File: config.mk
export PLATFORM = sky130hd
export DESIGN_NAME = bbpsk_div_pipe
export DESIGN_NICKNAME = d
export VERILOG_FILES = /design/src/hw/rtl/bloom_bright_pass_soft_knee_defines.svh /design/src/hw/rtl/bbpsk_pkg.sv /design/src/hw/rtl/bbpsk_div_pipe.sv
export SDC_FILE = /design/constraint.sdc
export NUM_CORES = 2
export LEC_CHECK = 0
export ABC_AREA = 0
export BUFFER_PORTS_ARGS = -buffer_cell sky130_fd_sc_hd__buf_4
export CAP_MARGIN = 20
export CORE_MARGIN = 3
export CORE_UTILIZATION = 64
export CTS_CLUSTER_SIZE = 24
export DETAILED_ROUTE_END_ITERATION = 10
export PLACE_DENSITY = 0.92
export SYNTH_ARGS = -nofsm -noshare
export SYNTH_HDL_FRONTEND = slang
export SYNTH_SLANG_ARGS = --single-unit
export TNS_END_PERCENT = 50
File: constraint.sdc
create_clock -name clk -period 3.8 [get_ports clk]
set_clock_uncertainty 0.1 [all_clocks]
set_input_delay 0.19 -clock clk [delete_from_list [all_inputs] [get_ports clk]]
set_output_delay 0.19 -clock clk [all_outputs]
set_load 0.02 [all_outputs]
File: src/hw/rtl/bloom_bright_pass_soft_knee_defines.svh
// Assertion helpers for the bright-pass block.
`ifndef BLOOM_BRIGHT_PASS_SOFT_KNEE_DEFINES_SVH
`define BLOOM_BRIGHT_PASS_SOFT_KNEE_DEFINES_SVH

`ifndef SYNTHESIS

// Same-cycle implication.
`define BBPSK_ASSERT_SAME(label, clk, rst_n, ante, cons, msg) \
    label: assert property (@(posedge clk) disable iff (!rst_n) (ante) |-> (cons)) \
        else $error(msg);

// Next-cycle implication.
`define BBPSK_ASSERT_NEXT(label, clk, rst_n, ante, cons, msg) \
    label: assert property (@(posedge clk) disable iff (!rst_n) (ante) |=> (cons)) \
        else $error(msg);

`else

`define BBPSK_ASSERT_SAME(label, clk, rst_n, ante, cons, msg)
`define BBPSK_ASSERT_NEXT(label, clk, rst_n, ante, cons, msg)

`endif

`endif

File: src/hw/rtl/bbpsk_pkg.sv
package bbpsk_pkg;

    localparam int CHANNEL_BITS_DEF  = 24;
    localparam int FRACTION_BITS_DEF = 16;

    localparam int APB_ADDR_W = 3;
    localparam int APB_DATA_W = 32;

    // Register index, taken from paddr[2]
    localparam logic [0:0] REG_THRESHOLD = 1'b0;
    localparam logic [0:0] REG_KNEE      = 1'b1;

endpackage

File: src/hw/rtl/bbpsk_div_pipe.sv
// Pipelined restoring divider: one quotient bit per stage, LANES dividends
// sharing one divisor. The caller guarantees num >> QW < den, so the
// quotient fits in QW bits.
module bbpsk_div_pipe #(
    parameter int RW    = bbpsk_pkg::CHANNEL_BITS_DEF + 2,
    parameter int QW    = bbpsk_pkg::CHANNEL_BITS_DEF,
    parameter int LANES = 1,
    parameter int SW    = 1
) (
    input  logic                           clk,
    input  logic                           rst_n,
    input  logic                           en,
    input  logic                           in_valid,
    input  logic [LANES-1:0][RW+QW-1:0]    num,
    input  logic [RW-1:0]                  den,
    input  logic [SW-1:0]                  side,
    output logic                           out_valid,
    output logic [LANES-1:0][QW-1:0]       quo,
    output logic [SW-1:0]                  side_out
);

    logic [QW-1:0] valid_reg;
    logic [RW-1:0] den_reg  [QW];
    logic [SW-1:0] side_reg [QW];
    logic [RW-1:0] rem_reg  [QW][LANES];
    logic [QW-1:0] lq_reg   [QW][LANES];
    logic [RW-1:0] rem_next [QW][LANES];
    logic [QW-1:0] lq_next  [QW][LANES];

    // Shift the next dividend bit into the remainder, subtract if it fits;
    // the quotient bit enters where the dividend bit left.
    function automatic logic [RW+QW-1:0] div_step(
        input logic [RW-1:0] rem,
        input logic [QW-1:0] lq,
        input logic [RW-1:0] dv
    );
        logic [RW:0] t;
        logic [RW:0] diff;
        logic        ge;
        t    = {rem, lq[QW-1]};
        ge   = (t >= {1'b0, dv});
        diff = t - {1'b0, dv};
        if (ge)
        begin
            return {diff[RW-1:0], lq[QW-2:0], 1'b1};
        end
        return {t[RW-1:0], lq[QW-2:0], 1'b0};
    endfunction

    always_comb
    begin
        for (int l = 0; l < LANES; l++)
        begin
            {rem_next[0][l], lq_next[0][l]} =
                div_step(num[l][RW+QW-1:QW], num[l][QW-1:0], den);
        end
        for (int s = 1; s < QW; s++)
        begin
            for (int l = 0; l < LANES; l++)
            begin
                {rem_next[s][l], lq_next[s][l]} =
                    div_step(rem_reg[s-1][l], lq_reg[s-1][l], den_reg[s-1]);
            end
        end
    end

    always_ff @(posedge clk or negedge rst_n)
    begin
        if (!rst_n)
        begin
            valid_reg <= '0;
        end
        else if (en)
        begin
            valid_reg <= {valid_reg[QW-2:0], in_valid};
        end
    end

    always_ff @(posedge clk)
    begin
        if (en)
        begin
            den_reg[0]  <= den;
            side_reg[0] <= side;
            for (int s = 1; s < QW; s++)
            begin
                den_reg[s]  <= den_reg[s-1];
                side_reg[s] <= side_reg[s-1];
            end
            rem_reg <= rem_next;
            lq_reg  <= lq_next;
        end
    end

    assign out_valid = valid_reg[QW-1];
    assign side_out  = side_reg[QW-1];

    always_comb
    begin
        for (int l = 0; l < LANES; l++)
        begin
            quo[l] = lq_reg[QW-1][l];
        end
    end

endmodule

* Word-level counts from Yosys, hierarchy flattened
Memory sizes are Yosys's and may differ from the RTL's. Index checks and enable logic that the tools add are counted. W data, S select, Z words.
Storage, ports and cells: input port bits 81, ROM bits 0, output and inout bits 26, latch bits 0, bits in writable memories 648, memories 2, bits in registers 1198, logic and storage cells 195
Memory list:
- den_reg | depth 24, width 26, read ports 23, clocked after memory_dff 0, write ports 24, RTL line bbpsk_div_pipe.sv:23 | logic [RW-1:0] den_reg [QW];
- side_reg | depth 24, width 1, read ports 24, clocked after memory_dff 0, write ports 24, RTL line bbpsk_div_pipe.sv:24 | logic [SW-1:0] side_reg [QW];
Operators by class: $add $sub $neg 23, reductions and logical operators 0, order comparisons 24, eq/ne operators 0, shift-type cells 0, multipliers 0, bitwise operators 0, divide/modulo/power cells 0, multiplexer cells 74
Operator list (number):
- $mux W50 | 46
- $ge A27 B26 Y1 | 24
- $sub A26 B26 Y26 | 23
- $mux W24 | 2
- $mux W1 | 26

* Depth between registers and ports, before layout
An unclocked memory read counts as a cell.
depth after elaboration 4, gate-level depth with buffers 14, gate-level depth less buffers 13

* Least setup slack after synthesis
No wires, ideal clock.
kind register -> register, start point reg rem_reg[234] in the netlist's numbering, end point reg rem_reg[226] in the netlist's numbering (data pin), library setup time 0.260 ns, data arrival time 2.979 ns, buffers on the path 2, data required time 3.440 ns, setup slack 0.461 ns, stages on the path, launching flop included 13, period minus slack after synthesis 3.339 ns, cell sequence edfxtp_1 > ha_1 > nor2b_1 > o31a_1 > o31a_1 > a21o_1 > a31oi_1 > nor4b_1 > o31ai_1 > a21o_1 > buf_4 > buf_4 > mux2_2
RTL lines:
- from (decl) | RTL line bbpsk_div_pipe.sv:25 | logic [RW-1:0] rem_reg [QW][LANES];
- from (signal assigned) | RTL line bbpsk_div_pipe.sv:90 | rem_reg <= rem_next;

==> results.toml <==
[worst_hold_path]
worstHoldPathType = "input pin to flip-flop"
min_from = "in_valid"

[synth]
yosysUniqueCellTypes = 99
avgSynthCellArea_um2 = 12.3
synth-warning-count = 0
synth.ff_latch_count = 1820
synthTopCellsByArea = "edfxtp_1 57%, ha_1 8.2%, mux2_2 4.3%, inv_1 3.2%, xnor2_1 2.9%"
seq_area_frac_synth = 0.574
synth_cells = 7706
yosys.area.top_type_share = 0.568
synth_area_leader_cell = "edfxtp_1"
ys_async_sr_fraction = 0.0132
synth_edf_count = 1796
synth_area_um2 = 95000
synth_nets = 8434
synth_top_flop_cell = "edfxtp_1"

[finish]
syn_to_final_growth_pct = 12.5
stdcell_area_um2 = 107000
final_cell_mix = "1796 x edfxtp_1, 798 x inv_1, 624 x ha_1"
layout_commonest_cell = "edfxtp_1"
num_antenna_cells = 0
drive_above_1_share = 0.125
fin_nets = 8816
nFillCells = 9350

[grt]
grt_pass1_vias = 62300
track_usage = 0.289
gr-total-overflow = 0
grt_max_degree = 140
antenna_found_initial = 3
grt_pass1_wl_um = 347000

[timing]
worst_slew_pin_slew_ns = 0.989
maxSlewHeadroom = 0.339
finalCritPeriodShare = 0.984
tns_ns = 0
drv_slew = 0
hold_violations = 0
min_period_ns = 3.74
max_freq_ghz = 0.267
rsz0062_at_grt = "yes"
setup_viol = 0

[routing]
drc = 0
vias = 62809
wl_per_cell_um = 21.9
drt_iter0_drc = 5925
via_per_inst = 6.18
drt-total-wl_um = 222000
ant_nets = 0
drt-pass1-iter-count = 6

[critical_path]
worstSetupStartpoint = "num[23]"
crit_family = "buffers and inverters"
cp_max_fo = 4
cp-end-kind = "flip-flop"
r2r-start = "lq_reg[311]$_DFFE_PP_"
path_class = "input pin to flip-flop"
critPathMostFrequentCell = "buf_4"
cp_data_arrival_time_ns = 4.20
worstPathRequired_ns = 4.26
start_kind = "input pin"
crit_chain = "dlygate4sd3_1 > buf_4 > inv_1 > ha_1 > inv_1 > fa_1 > a21oi_1 > o21ai_0 > a2111oi_1 > buf_4 > o31ai_1 > buf_4 > and2_1 > a211oi_1 > xor2_1 > a21oi_1 > dlygate4sd3_1"
critPathBufInv = 7
slowest_delay_ns = 0.55
crit_slowest_cell = "dlygate4sd3_1"

[run]
cap_violations = 0

[clock_tree]
cts_buffer_depth = 3
cts_buffers = 184
tritoncts = "yes"
root_buffer = "clkbuf_16"
clkSinkCount = 1820
path_clk_slew_ns = 0.06
ctsHtreeMaxLevel = 4
clk_latency_ns = 0.84

[outcome]
status = "complete, no violations"

[floorplanning]
die-area_um2 = 153000
die_h_um = 391
placementRows = 140
ios = 107
core-area_um2 = 146000
die_x_um = 391
initial_utilization = 0.648

[place]
io_buffer_count = 106
place.gp.congestion = 0.939
place_area_um2 = 98800
hpwl_um = 160000

[power_and_ir_drop]
power-per-cell-area_nw_per_um2 = 859
p_leak_nw = 43.0
vdd_ir_drop_max_v = 0.000556
-- synth_stat cells, drive strengths merged, types with 110 or more instances --
cell,count
inv,798
xnor2,316
edfxtp,1796
xor2,171
nand2,443
a21o,274
nand3,110
clkbuf,120
o21ai,437
nor2,345
mux2,404
a21oi,553
ha,624
-- tightest hold or removal path, cell delays in order --
cell           delay, ns
dlygate4sd3_1       0.52
buf_4               0.09
mux2_2              0.13
-- cell families after synthesis --
kind of cell	count (synthesis)	share of synthesized area
xor gates and xnor gates	487	0.0449
muxes	434	0.0518
and+or+nand+nor	1457	0.0742
buffers and inverters	997	0.0422
adders and majority gates	647	0.0871
DFF	1820	0.574
AOI/OAI and AO/OA	1864	0.126
-- layout make-up --
cell class                      count  area (µm²)  share of cell area
Inverter                          798        3000              0.0280
Timing Repair Buffer              395        3790              0.0355
Multi-Input combinational cell   4889       36600               0.343
Sequential cell                  1820       54500               0.511
Clock inverter                    143        1770              0.0166
Clock buffer                      198        4670              0.0437
Tap cell                         1917        2400              0.0225
-- power by group --
group | internal [mW] | switching, mW
logic | 18.5 | 22.0
registers | 29.0 | 3.36
clock network | 10.9 | 8.10
total | 58.3 | 33.4
-- final timing paths --
path,depth (start not counted),end,slack (ns)
setup / recovery,17,rem_reg[622]$_DFFE_PP_,0.06
hold / removal,3,valid_reg[0]$_DFFE_PN0P_,0.06
setup reg to reg,13,rem_reg[308]$_DFFE_PP_,0.12
hold reg to reg,0,lq_reg[157]$_DFFE_PP_,0.31
max in group asynchronous,3,valid_reg[13]$_DFFE_PN0P_,2.46
min in group asynchronous,3,valid_reg[23]$_DFFE_PN0P_,0.54
-- per-layer routing --
| metal | part of all wire | vias to the layer above | global-route usage |
|---|---|---|---|
| met1 | 0.40 | 30343 | 0.371 |
| li1 | - | 29319 | - |
| met3 | 0.059 | 616 | 0.0399 |
| met4 | 0.045 | 2 | 0.122 |
| met5 | 0.000059 | - | 0 |
| met2 | 0.49 | 2529 | 0.496 |
-- repair_timing --
| item | 4_1_cts | 5_1_grt |
|---|---|---|
| endpoints found under the hold margin | 184 | 0 |
| setup endpoints to repair | 0 | 173 |
| resized for setup | 0 | 38 |
| hold buffers | 133 | 0 |
| buffers inserted | 0 | 1 |
-- stage by stage --
| stage | hold slack, ns | total power [mW] | std cells | util | worst slack [ns] |
|---|---|---|---|---|---|
| after floorplan | -0.206 | 60.5 | 7706 | - | 0.461 |
| after global placement | -0.0115 | 70.3 | 9685 | 0.675 | 0.126 |
| after CTS | 0.00228 | 91.1 | 10159 | 0.728 | 0.00784 |
| final | 0.0625 | 91.8 | 10160 | 0.729 | 0.0597 |
| after global routing | 0.0360 | 97.0 | 10160 | 0.729 | -0.0171 |
| after detailed placement | -0.00689 | 71.5 | 9685 | 0.675 | 0.0174 |
Note: power is estimated with default switching activity, not from simulation.
